## src/sv/sscfp_pkg.sv

```systemverilog
// Shared types, character codes and prefix tables for the scanner-scale frame parser.
package sscfp_pkg;

   localparam int FRAME_BYTES_DEF = 32;
   localparam int MAX_RESULTS     = 36;
   localparam int UPC_SYMBOLS     = 17;
   localparam int CMD_BYTES       = 4;
   localparam int GS1_BYTES       = 4;

   typedef logic [6:0] char_type;

   localparam char_type CH_NUL   = 7'h00;
   localparam char_type CH_LF    = 7'h0A;
   localparam char_type CH_CR    = 7'h0D;
   localparam char_type CH_0     = 7'h30;
   localparam char_type CH_1     = 7'h31;
   localparam char_type CH_3     = 7'h33;
   localparam char_type CH_4     = 7'h34;
   localparam char_type CH_A     = 7'h41;
   localparam char_type CH_E     = 7'h45;
   localparam char_type CH_F     = 7'h46;
   localparam char_type CH_G     = 7'h47;
   localparam char_type CH_R     = 7'h52;
   localparam char_type CH_S     = 7'h53;
   localparam char_type CH_TILDE = 7'h7E;

   typedef enum logic [1:0] {
      DEST_SCAN  = 2'd0,
      DEST_SCALE = 2'd1,
      DEST_CMD   = 2'd2
   } dest_type;

   typedef enum logic [1:0] {
      PFX_GS1   = 2'd0,
      PFX_CMD   = 2'd1,
      PFX_EMPTY = 2'd2
   } pfx_type;

   // Completed frame handed from the receive side to the sequencer.
   typedef struct packed {
      logic     go;
      char_type b1;
      char_type b2;
      char_type b3;
   } job_type;

   // One result byte leaving the sequencer.
   typedef struct packed {
      logic     vld;
      dest_type dest;
      char_type data;
      logic     empty;
      logic     last;
   } emit_type;

   function automatic char_type pfx_char(pfx_type kind, logic [1:0] cnt, char_type third);
      char_type c;
      c = CH_NUL;
      case (kind)
         PFX_GS1: begin
            case (cnt)
               2'd0:    c = CH_G;
               2'd1:    c = CH_S;
               2'd2:    c = CH_1;
               default: c = CH_TILDE;
            endcase
         end
         PFX_CMD: begin
            case (cnt)
               2'd0:    c = CH_S;
               2'd1:    c = CH_1;
               2'd2:    c = third;
               default: c = CH_CR;
            endcase
         end
         default: c = CH_NUL;
      endcase
      return c;
   endfunction

   function automatic dest_type pfx_dest(pfx_type kind);
      return (kind == PFX_CMD) ? DEST_CMD : DEST_SCAN;
   endfunction

endpackage

```

## src/sv/sscfp_ram.sv

```systemverilog
// Single-port-write, single-port-read character memory with registered read data.
module sscfp_ram import sscfp_pkg::*; #(
   parameter int DEPTH = FRAME_BYTES_DEF,
   localparam int AW = $clog2(DEPTH)
) (
   input  logic          clock,
   input  logic          wr_en,
   input  logic [AW-1:0] wr_addr,
   input  char_type      wr_data,
   input  logic          rd_en,
   input  logic [AW-1:0] rd_addr,
   output char_type      rd_data
);

   char_type mem_ff [DEPTH];
   char_type rd_data_ff;

   always_ff @(posedge clock) begin
      if (wr_en) begin
         mem_ff[wr_addr] <= wr_data;
      end
      if (rd_en) begin
         rd_data_ff <= mem_ff[rd_addr];
      end
   end

   assign rd_data = rd_data_ff;

endmodule

```

## src/sv/sscfp_seq.sv

```systemverilog
// Frame sequencer: compare/copy pass against the previous scale frame and result byte issue.
module sscfp_seq import sscfp_pkg::*; #(
   parameter int FRAME_BYTES = FRAME_BYTES_DEF,
   localparam int LEN_W = $clog2(FRAME_BYTES + 1),
   localparam int AW    = $clog2(FRAME_BYTES)
) (
   input  logic             clock,
   input  logic             reset,
   input  job_type          job,
   input  logic [LEN_W-1:0] frame_len,
   input  logic             out_free,
   input  char_type         st_rd_data,
   output logic             st_rd_en,
   output logic [AW-1:0]    st_rd_addr,
   output emit_type         emit,
   output logic             busy
);

   localparam int SCAN_END  = 4 + UPC_SYMBOLS;
   localparam int GS1_END   = 3 + MAX_RESULTS - GS1_BYTES;
   localparam int SCALE_END = MAX_RESULTS - CMD_BYTES;

   typedef enum logic [4:0] {
      ST_IDLE = 5'b00001,
      ST_CMP  = 5'b00010,
      ST_CMPW = 5'b00100,
      ST_PRE  = 5'b01000,
      ST_SPAN = 5'b10000
   } state_type;

   state_type        state_ff, state_in;
   logic [LEN_W-1:0] idx_ff, idx_in;
   logic [LEN_W-1:0] end_ff, end_in;
   logic [LEN_W-1:0] from_ff, from_in;
   dest_type         sdest_ff, sdest_in;
   logic             span_pend_ff, span_pend_in;
   pfx_type          pfx_ff, pfx_in;
   logic [1:0]       pcnt_ff, pcnt_in;
   char_type         third_ff, third_in;
   logic             have_cmd_ff, have_cmd_in;
   logic             monitor_ff, monitor_in;
   logic             same_ff, same_in;
   logic [LEN_W-1:0] prev_len_ff, prev_len_in;
   logic             cmp_vld_ff, cmp_vld_in;
   logic [AW-1:0]    cmp_addr_ff, cmp_addr_in;

   logic             s1_vld_ff, s1_vld_in;
   logic             s1_mem_ff, s1_mem_in;
   dest_type         s1_dest_ff, s1_dest_in;
   char_type         s1_char_ff, s1_char_in;
   logic             s1_empty_ff, s1_empty_in;
   logic             s1_last_ff, s1_last_in;

   logic             issue_ok;
   logic             pv_rd_en;
   char_type         pv_rd_data;
   logic [LEN_W-1:0] body;
   logic             pfx_final;

   sscfp_ram #(.DEPTH(FRAME_BYTES)) u_prev (
      .clock   (clock),
      .wr_en   (cmp_vld_ff),
      .wr_addr (cmp_addr_ff),
      .wr_data (st_rd_data),
      .rd_en   (pv_rd_en),
      .rd_addr (idx_ff[AW-1:0]),
      .rd_data (pv_rd_data)
   );

   assign issue_ok   = !s1_vld_ff || out_free;
   assign body       = frame_len - LEN_W'(1);
   assign st_rd_addr = idx_ff[AW-1:0];
   assign pfx_final  = (pfx_ff == PFX_EMPTY) || (pcnt_ff == 2'd3);

   always_comb begin
      state_in     = state_ff;
      idx_in       = idx_ff;
      end_in       = end_ff;
      from_in      = from_ff;
      sdest_in     = sdest_ff;
      span_pend_in = span_pend_ff;
      pfx_in       = pfx_ff;
      pcnt_in      = pcnt_ff;
      third_in     = third_ff;
      have_cmd_in  = have_cmd_ff;
      monitor_in   = monitor_ff;
      prev_len_in  = prev_len_ff;
      cmp_vld_in   = 1'b0;
      cmp_addr_in  = idx_ff[AW-1:0];
      same_in      = same_ff && (!cmp_vld_ff || (st_rd_data == pv_rd_data));
      st_rd_en     = 1'b0;
      pv_rd_en     = 1'b0;

      // Output stage: drop the held byte once it moves to the output register.
      s1_vld_in   = s1_vld_ff && !out_free;
      s1_mem_in   = s1_mem_ff;
      s1_dest_in  = s1_dest_ff;
      s1_char_in  = s1_char_ff;
      s1_empty_in = s1_empty_ff;
      s1_last_in  = s1_last_ff;

      unique case (state_ff)
         ST_IDLE: begin
            if (job.go) begin
               pcnt_in      = 2'd0;
               span_pend_in = 1'b0;
               sdest_in     = DEST_SCAN;
               if (job.b1 == CH_0) begin
                  if (job.b3 == CH_A || job.b3 == CH_E || job.b3 == CH_F) begin
                     if (body > LEN_W'(4)) begin
                        idx_in   = LEN_W'(4);
                        end_in   = (int'(body) < SCAN_END) ? body : LEN_W'(SCAN_END);
                        state_in = ST_SPAN;
                     end else begin
                        pfx_in   = PFX_EMPTY;
                        state_in = ST_PRE;
                     end
                  end else if (job.b3 == CH_R) begin
                     pfx_in       = PFX_GS1;
                     span_pend_in = body > LEN_W'(3);
                     from_in      = LEN_W'(3);
                     end_in       = (int'(body) < GS1_END) ? body : LEN_W'(GS1_END);
                     state_in     = ST_PRE;
                  end else begin
                     pfx_in   = PFX_EMPTY;
                     state_in = ST_PRE;
                  end
               end else if (job.b1 == CH_1) begin
                  idx_in      = '0;
                  same_in     = (prev_len_ff == frame_len);
                  prev_len_in = frame_len;
                  monitor_in  = (job.b2 == CH_4);
                  have_cmd_in = (job.b2 == CH_1) || (job.b2 == CH_4);
                  third_in    = (job.b2 == CH_4 && job.b3 == CH_3) ? CH_1 : CH_4;
                  pfx_in      = PFX_CMD;
                  from_in     = '0;
                  sdest_in    = DEST_SCALE;
                  end_in      = (int'(body) < SCALE_END) ? body : LEN_W'(SCALE_END);
                  state_in    = ST_CMP;
               end
            end
         end
         ST_CMP: begin
            // Read both stores; compare and copy in the following cycle.
            st_rd_en   = 1'b1;
            pv_rd_en   = 1'b1;
            cmp_vld_in = 1'b1;
            idx_in     = idx_ff + LEN_W'(1);
            if (idx_ff == body) begin
               state_in = ST_CMPW;
            end
         end
         ST_CMPW: begin
            span_pend_in = monitor_ff && !same_in;
            idx_in       = from_ff;
            state_in     = have_cmd_ff ? ST_PRE : ST_IDLE;
         end
         ST_PRE: begin
            if (issue_ok) begin
               s1_vld_in   = 1'b1;
               s1_mem_in   = 1'b0;
               s1_dest_in  = pfx_dest(pfx_ff);
               s1_char_in  = pfx_char(pfx_ff, pcnt_ff, third_ff);
               s1_empty_in = (pfx_ff == PFX_EMPTY);
               unique case (pfx_ff)
                  PFX_GS1:   s1_last_in = (pcnt_ff >= 2'd2) && !span_pend_ff;
                  PFX_CMD:   s1_last_in = (pcnt_ff == 2'd3);
                  default:   s1_last_in = 1'b1;
               endcase
               pcnt_in = pcnt_ff + 2'd1;
               if (pfx_final) begin
                  idx_in   = from_ff;
                  state_in = span_pend_ff ? ST_SPAN : ST_IDLE;
               end
            end
         end
         ST_SPAN: begin
            if (issue_ok) begin
               st_rd_en    = 1'b1;
               s1_vld_in   = 1'b1;
               s1_mem_in   = 1'b1;
               s1_dest_in  = sdest_ff;
               s1_empty_in = 1'b0;
               s1_last_in  = (idx_ff == end_ff - LEN_W'(1));
               idx_in      = idx_ff + LEN_W'(1);
               if (idx_ff == end_ff - LEN_W'(1)) begin
                  state_in = ST_IDLE;
               end
            end
         end
         default: begin
            state_in = ST_IDLE;
         end
      endcase
   end

   always_ff @(posedge clock) begin
      if (reset) begin
         state_ff    <= ST_IDLE;
         s1_vld_ff   <= 1'b0;
         cmp_vld_ff  <= 1'b0;
         prev_len_ff <= '0;
      end else begin
         state_ff    <= state_in;
         s1_vld_ff   <= s1_vld_in;
         cmp_vld_ff  <= cmp_vld_in;
         prev_len_ff <= prev_len_in;
      end
   end

   always_ff @(posedge clock) begin
      idx_ff       <= idx_in;
      end_ff       <= end_in;
      from_ff      <= from_in;
      sdest_ff     <= sdest_in;
      span_pend_ff <= span_pend_in;
      pfx_ff       <= pfx_in;
      pcnt_ff      <= pcnt_in;
      third_ff     <= third_in;
      have_cmd_ff  <= have_cmd_in;
      monitor_ff   <= monitor_in;
      same_ff      <= same_in;
      cmp_addr_ff  <= cmp_addr_in;
      s1_mem_ff    <= s1_mem_in;
      s1_dest_ff   <= s1_dest_in;
      s1_char_ff   <= s1_char_in;
      s1_empty_ff  <= s1_empty_in;
      s1_last_ff   <= s1_last_in;
   end

   assign emit.vld   = s1_vld_ff;
   assign emit.dest  = s1_dest_ff;
   assign emit.data  = s1_mem_ff ? st_rd_data : s1_char_ff;
   assign emit.empty = s1_empty_ff;
   assign emit.last  = s1_last_ff;

   assign busy = (state_ff != ST_IDLE) || s1_vld_ff;

   a_job_when_idle: assert property (@(posedge clock) disable iff (reset)
      job.go |-> (state_ff == ST_IDLE) && !s1_vld_ff)
      else $error("frame handed over while sequencer busy");

   a_span_in_frame: assert property (@(posedge clock) disable iff (reset)
      (state_ff == ST_SPAN) |-> (idx_ff < end_ff) && (end_ff <= frame_len))
      else $error("span read outside the stored frame");

   a_hold_stage: assert property (@(posedge clock) disable iff (reset)
      s1_vld_ff && !out_free |=> s1_vld_ff && $stable(s1_char_ff) && $stable(s1_last_ff)
                                 && $stable(emit.data))
      else $error("pending result byte changed while stalled");

   a_copy_in_pass: assert property (@(posedge clock) disable iff (reset)
      cmp_vld_ff |-> (state_ff == ST_CMP) || (state_ff == ST_CMPW))
      else $error("previous-frame write outside compare pass");

endmodule

```

## src/sv/scanner_scale_frame_parser.sv

```systemverilog
// Scanner-scale frame parser: received bytes transfer back to back, one per cycle, while
// req_ready is high. A line feed that completes a frame drops req_ready for one cycle while
// the header bytes are handed over. It then starts the sequencer, and req_ready stays low
// until the last result byte of the frame sits in the output register. Result bytes leave
// at one per cycle while rsp_ready is high. A scanner frame yields at most 32 result bytes.
// A scale frame first runs a compare-and-copy pass against the previous scale frame
// through the two frame memories, one byte per cycle. When its second byte is 1 or 4 it
// then sends the 4-byte poll command and, for a changed monitor reply, up to 31 record
// bytes. After reset the previous frame length is cleared, so the first scale frame never matches.
module scanner_scale_frame_parser import sscfp_pkg::*; #(
   parameter int FRAME_BYTES = FRAME_BYTES_DEF
) (
   input  logic       clock,
   input  logic       reset,
   input  logic       req_valid,
   output logic       req_ready,
   input  logic [6:0] req_rx_byte,
   output logic       rsp_valid,
   input  logic       rsp_ready,
   output logic [1:0] rsp_destination,
   output logic [6:0] rsp_data_byte,
   output logic       rsp_empty_record,
   output logic       rsp_last
);

   localparam int LEN_W = $clog2(FRAME_BYTES + 1);
   localparam int AW    = $clog2(FRAME_BYTES);

   logic [LEN_W-1:0] len_ff, len_in;
   logic             go_ff, go_in;
   char_type         b1_ff, b2_ff, b3_ff;
   logic             rsp_valid_ff, rsp_valid_in;
   dest_type         rsp_dest_ff;
   char_type         rsp_data_ff;
   logic             rsp_empty_ff;
   logic             rsp_last_ff;

   logic             accept;
   logic [LEN_W-1:0] len_eff;
   logic             full;
   logic             store_we;
   logic             out_free;
   logic             busy;
   logic             st_rd_en;
   logic [AW-1:0]    st_rd_addr;
   char_type         st_rd_data;
   job_type          job;
   emit_type         emit;

   assign accept   = req_valid && req_ready;
   assign len_eff  = (req_rx_byte == CH_S) ? '0 : len_ff;
   assign full     = (len_eff == LEN_W'(FRAME_BYTES));
   assign store_we = accept && !full;
   assign out_free = !rsp_valid_ff || rsp_ready;
   assign req_ready = !busy && !go_ff;

   always_comb begin
      len_in = len_ff;
      go_in  = 1'b0;
      if (accept) begin
         len_in = len_eff;
         if (!full) begin
            len_in = len_eff + LEN_W'(1);
            go_in  = (req_rx_byte == CH_LF) && (len_eff >= LEN_W'(2));
         end
      end
   end

   always_comb begin
      rsp_valid_in = rsp_valid_ff && !rsp_ready;
      if (emit.vld && out_free) begin
         rsp_valid_in = 1'b1;
      end
   end

   always_ff @(posedge clock) begin
      if (reset) begin
         len_ff       <= '0;
         go_ff        <= 1'b0;
         rsp_valid_ff <= 1'b0;
      end else begin
         len_ff       <= len_in;
         go_ff        <= go_in;
         rsp_valid_ff <= rsp_valid_in;
      end
   end

   // Keep the header bytes that pick the frame kind, and load the output register.
   always_ff @(posedge clock) begin
      if (store_we && len_eff == LEN_W'(1)) begin
         b1_ff <= req_rx_byte;
      end
      if (store_we && len_eff == LEN_W'(2)) begin
         b2_ff <= req_rx_byte;
      end
      if (store_we && len_eff == LEN_W'(3)) begin
         b3_ff <= req_rx_byte;
      end
      if (emit.vld && out_free) begin
         rsp_dest_ff  <= emit.dest;
         rsp_data_ff  <= emit.data;
         rsp_empty_ff <= emit.empty;
         rsp_last_ff  <= emit.last;
      end
   end

   assign job.go = go_ff;
   assign job.b1 = b1_ff;
   assign job.b2 = b2_ff;
   assign job.b3 = (len_ff > LEN_W'(3)) ? b3_ff : CH_NUL;

   sscfp_ram #(.DEPTH(FRAME_BYTES)) u_store (
      .clock   (clock),
      .wr_en   (store_we),
      .wr_addr (len_eff[AW-1:0]),
      .wr_data (req_rx_byte),
      .rd_en   (st_rd_en),
      .rd_addr (st_rd_addr),
      .rd_data (st_rd_data)
   );

   sscfp_seq #(.FRAME_BYTES(FRAME_BYTES)) u_seq (
      .clock      (clock),
      .reset      (reset),
      .job        (job),
      .frame_len  (len_ff),
      .out_free   (out_free),
      .st_rd_data (st_rd_data),
      .st_rd_en   (st_rd_en),
      .st_rd_addr (st_rd_addr),
      .emit       (emit),
      .busy       (busy)
   );

   assign rsp_valid        = rsp_valid_ff;
   assign rsp_destination  = rsp_dest_ff;
   assign rsp_data_byte    = rsp_data_ff;
   assign rsp_empty_record = rsp_empty_ff;
   assign rsp_last         = rsp_last_ff;

endmodule
```

## config.mk

```make
export PLATFORM = sky130hd
export DESIGN_NAME = scanner_scale_frame_parser
export DESIGN_NICKNAME = d
export VERILOG_FILES = /design/src/sv/sscfp_pkg.sv /design/src/sv/sscfp_ram.sv /design/src/sv/sscfp_seq.sv /design/src/sv/scanner_scale_frame_parser.sv
export SDC_FILE = /design/constraint.sdc
export NUM_CORES = 1
export LEC_CHECK = 0
export BUFFER_PORTS_ARGS = -buffer_cell sky130_fd_sc_hd__buf_2
export CAP_MARGIN = 20
export CORE_UTILIZATION = 60
export DETAILED_ROUTE_END_ITERATION = 8
export PLACE_DENSITY_LB_ADDON = 0.08
export SYNTH_ARGS = -nofsm -noshare
export SYNTH_HDL_FRONTEND = slang
export SYNTH_SLANG_ARGS = --single-unit
```

## constraint.sdc

```tcl
create_clock -name clock -period 3.31 [get_ports clock]
set_clock_uncertainty 0.15 [all_clocks]
set_input_delay 0.4965 -clock clock [delete_from_list [all_inputs] [get_ports clock]]
set_output_delay 0.4965 -clock clock [all_outputs]
set_load 0.05 [all_outputs]
```

==> results.json <==
{
  "core.rowCount": 70,
  "vdd_drop_max_mv": 0.489,
  "holdBufCountCts": 0,
  "areaGrowthSynthToFinish_pct": 12.4,
  "viasPerCell": 6.30,
  "ioPinCount": 24,
  "final_cell_mix": "edfxtp_1 (528), nor2_1 (117), mux4_2 (100)",
  "postPlaceCellArea_um2": 23600,
  "power_density_nw_per_um2": 579,
  "wl_um": 49200,
  "clock_sinks": 555,
  "nNetsFinal": 1384,
  "overflow": 0,
  "holdCritStartpoint": "rsp_ready",
  "ys_seq_area_share_pct": 72.9,
  "crit_type": "flip-flop to flip-flop",
  "rsz0062_at_grt": "no",
  "place_congestion": 0.862,
  "final_common_cell": "edfxtp_1",
  "ctsLongestPathBuffers": 3,
  "ant_nets": 0,
  "yosysWarnings": 0,
  "reg2reg_slack_ns": 0.46,
  "period_needed_ns": 2.85,
  "drv_cap": 0,
  "cts_setup_buffers": 0,
  "endpoint_kind": "flip-flop",
  "htree_levels": 2,
  "cellLeakagePower_nw": 8.32,
  "cp.required_ns": 3.38,
  "cts-resized-gates": 0,
  "timing.fmax_mhz": 351,
  "status": "complete, no violations",
  "dp_hpwl_um": 31500,
  "cp.arrival_ns": 2.92,
  "dp.cells": 1773,
  "ys_seq_elements": 555,
  "grt_pass1_vias": 11900,
  "holdPathEnd": "rsp_valid",
  "slew_headroom_pct": 35.8,
  "numCtsBuffers": 53,
  "syn_nets": 1299,
  "grt_usage_pct": 26.7,
  "reg2reg_to": "u_store.mem_ff[27][5]",
  "finalMaxSlewViolations": 0,
  "cp_max_fo": 8,
  "core_area_um2": 36800,
  "syn_inst": 1275,
  "setup-violations-final": 0,
  "antenna_found_initial": 0,
  "holdPathStages": 4,
  "final-hold-violation-count": 0,
  "multi_input_area_um2": 5730,
  "clk_latency_ns": 0.60,
  "cts_tree": "done",
  "finalNonFillerCells": 1870,
  "fill_cells": 2479,
  "chipHeight_um": 196,
  "die_w_um": 196,
  "n_antenna_cell": 0,
  "cts_root_buf": "clkbuf_16",
  "dr.pass1.iters": 6,
  "vias": 11800,
  "drc": 0,
  "startpoint_type": "flip-flop",
  "drtIter0Drc": 942,
  "synth_ff_type": "edfxtp_1",
  "synthDistinctLibCells": 63,
  "drt-wirelength-per-cell_um": 26.3,
  "syn_area_um2": 22500,
  "grt_first_pass_wirelength_um": 74000,
  "worst_slack_ns": 0.463,
  "worstMarginPinSlew_ns": 0.961,
  "avgSynthCellArea_um2": 17.6,
  "start_util_pct": 61.1,
  "dp_slack_ns": -0.0287,
  "hp-class": "primary input to flip-flop",
  "async_reset_ff_share_pct": 0,
  "die-area_um2": 38300,
  "reg2reg_from": "u_seq.state_ff[1]",
  "fin_crit_sh_pct": 86.0,
  "clkTransAtPathRegs_ns": 0.06,
  "fin_area_um2": 25300,
  "drive_gt1_share_pct": 21.6,
  "io_buffers": 23,
  "grt_max_degree": 45,
  "synth_edf_count": 528,
  "seqCellArea_um2": 16400,
  "reg2reg_depth": 6
}
[worst max path at each step]
stage                           start                     to  slack, ns  cells after the start
finish              u_seq.state_ff[1]  u_store.mem_ff[27][5]       0.46                      6
global route                len_ff[1]        u_seq.idx_ff[1]       0.27                      9
CTS                 u_seq.state_ff[1]   u_store.mem_ff[3][2]       0.50                      6
detailed placement     req_rx_byte[2]   u_store.mem_ff[3][2]      -0.03                     10
global placement       req_rx_byte[2]  u_store.mem_ff[13][0]       0.02                     11
floorplan              req_rx_byte[2]               b1_ff[0]       0.19                      9
[cells in the mapped netlist, types with 2 or more instances]
cell / n / share of area (%)
nand3_1: 18 / 0.40
nor3_1: 20 / 0.45
or4_1: 3 / 0.10
xnor2_1: 25 / 0.97
o21ai_0: 34 / 0.76
xor2_1: 12 / 0.47
o31ai_1: 3 / 0.10
nand4b_1: 2 / 0.078
mux4_2: 100 / 10
nor3b_1: 2 / 0.067
nand2_1: 60 / 1.0
nor4_1: 6 / 0.17
buf_1: 7 / 0.12
a21oi_1: 26 / 0.58
dfxtp_1: 27 / 2.4
buf_4: 7 / 0.23
o221ai_1: 38 / 1.5
mux2i_1: 50 / 2.2
edfxtp_1: 528 / 70
a31oi_1: 4 / 0.11
and2_1: 6 / 0.17
a21o_1: 2 / 0.067
a211oi_1: 2 / 0.067
inv_2: 2 / 0.033
mux2_2: 18 / 0.90
clkbuf_1: 35 / 0.58
nor2_1: 117 / 2.0
inv_1: 16 / 0.27
nor2b_1: 16 / 0.45
nand4_1: 9 / 0.25
or3b_2: 4 / 0.16
o22ai_1: 4 / 0.11
buf_6: 2 / 0.10
nand2b_1: 6 / 0.17
and3_1: 4 / 0.11
ha_1: 13 / 0.72
nand3b_1: 10 / 0.33
buf_2: 12 / 0.27
[metrics by stage]
| stage | power (mW) | utilization, % | hold WS (ns) | setup TNS [ns] |
|---|---|---|---|---|
| CTS | 14.7 | 68.7 | 0.00536 | 0 |
| floorplan | 8.55 | - | 0.196 | 0 |
| global placement | 8.91 | 64.1 | 0.259 | 0 |
| global route | 15.1 | 68.7 | 0.114 | 0 |
| detailed placement | 8.92 | 64.1 | 0.261 | -0.658 |
| finish | 14.7 | 68.7 | 0.0365 | 0 |
[state kept, by name, summed over array words and instances, names as in the netlist, 2 cells and up]
name	flops
u_seq.u_prev.rd_data	7
u_store.mem_ff	224
u_seq.s1_char_ff	6
rsp_destination	2
u_store.rd_data	7
u_seq.state_ff	5
u_seq.cmp_addr_ff	5
u_seq.pfx_ff	2
u_seq.idx_ff	6
len_ff	6
b3_ff	7
b1_ff	7
u_seq.pcnt_ff	2
u_seq.third_ff	2
rsp_data_byte	7
u_seq.end_ff	6
u_seq.prev_len_ff	6
u_seq.s1_dest_ff	2
u_seq.u_prev.mem_ff	224
b2_ff	7
[area by class of cell]
class | instances | area share [%]
sequential | 555 | 64.8
multi-input combinational | 638 | 22.7
clock buffer | 69 | 5.88
timing repair buffer | 93 | 3.13
tap | 468 | 2.32
clock inverter | 28 | 0.905
inverter | 19 | 0.282
[worst max-delay path, stage by stage (launching register included)]
cell and delay (ns):
dfxtp_1 0.37, nor3_1 0.34, nand4_1 0.46, a21oi_4 0.34, nand2_1 0.16, buf_12 0.18
nor2_1 0.47
[per-layer routing]
layer | share of wire, % | GRT usage (%) | wire [µm]
met5 | 0 | 0 | 0
met2 | 49 | 43.9 | 24200
met3 | 6.3 | 4.87 | 3120
met4 | 2.8 | 8.63 | 1360
met1 | 42 | 36.7 | 20400
[logic make-up (layout without fill, tap and decap cells)]
family	Yosys count	in the layout	share of synthesized area, %
DFF	555	555	72.9
and+or+nand+nor	291	291	6.18
xor gates and xnor gates	38	38	1.54
adders and majority gates	13	13	0.723
buffers and inverters	82	209	1.62
AOI/OAI and AO/OA	128	128	3.89
muxes	168	168	13.1
[power breakdown]
group	internal (mW)	total [mW]	switching, mW
sequential	7.70	7.75	0.0523
combinational	0.444	1.03	0.582
clock	3.39	5.88	2.49
total	11.5	14.7	3.12
Power figures use the tool's default switching activity.
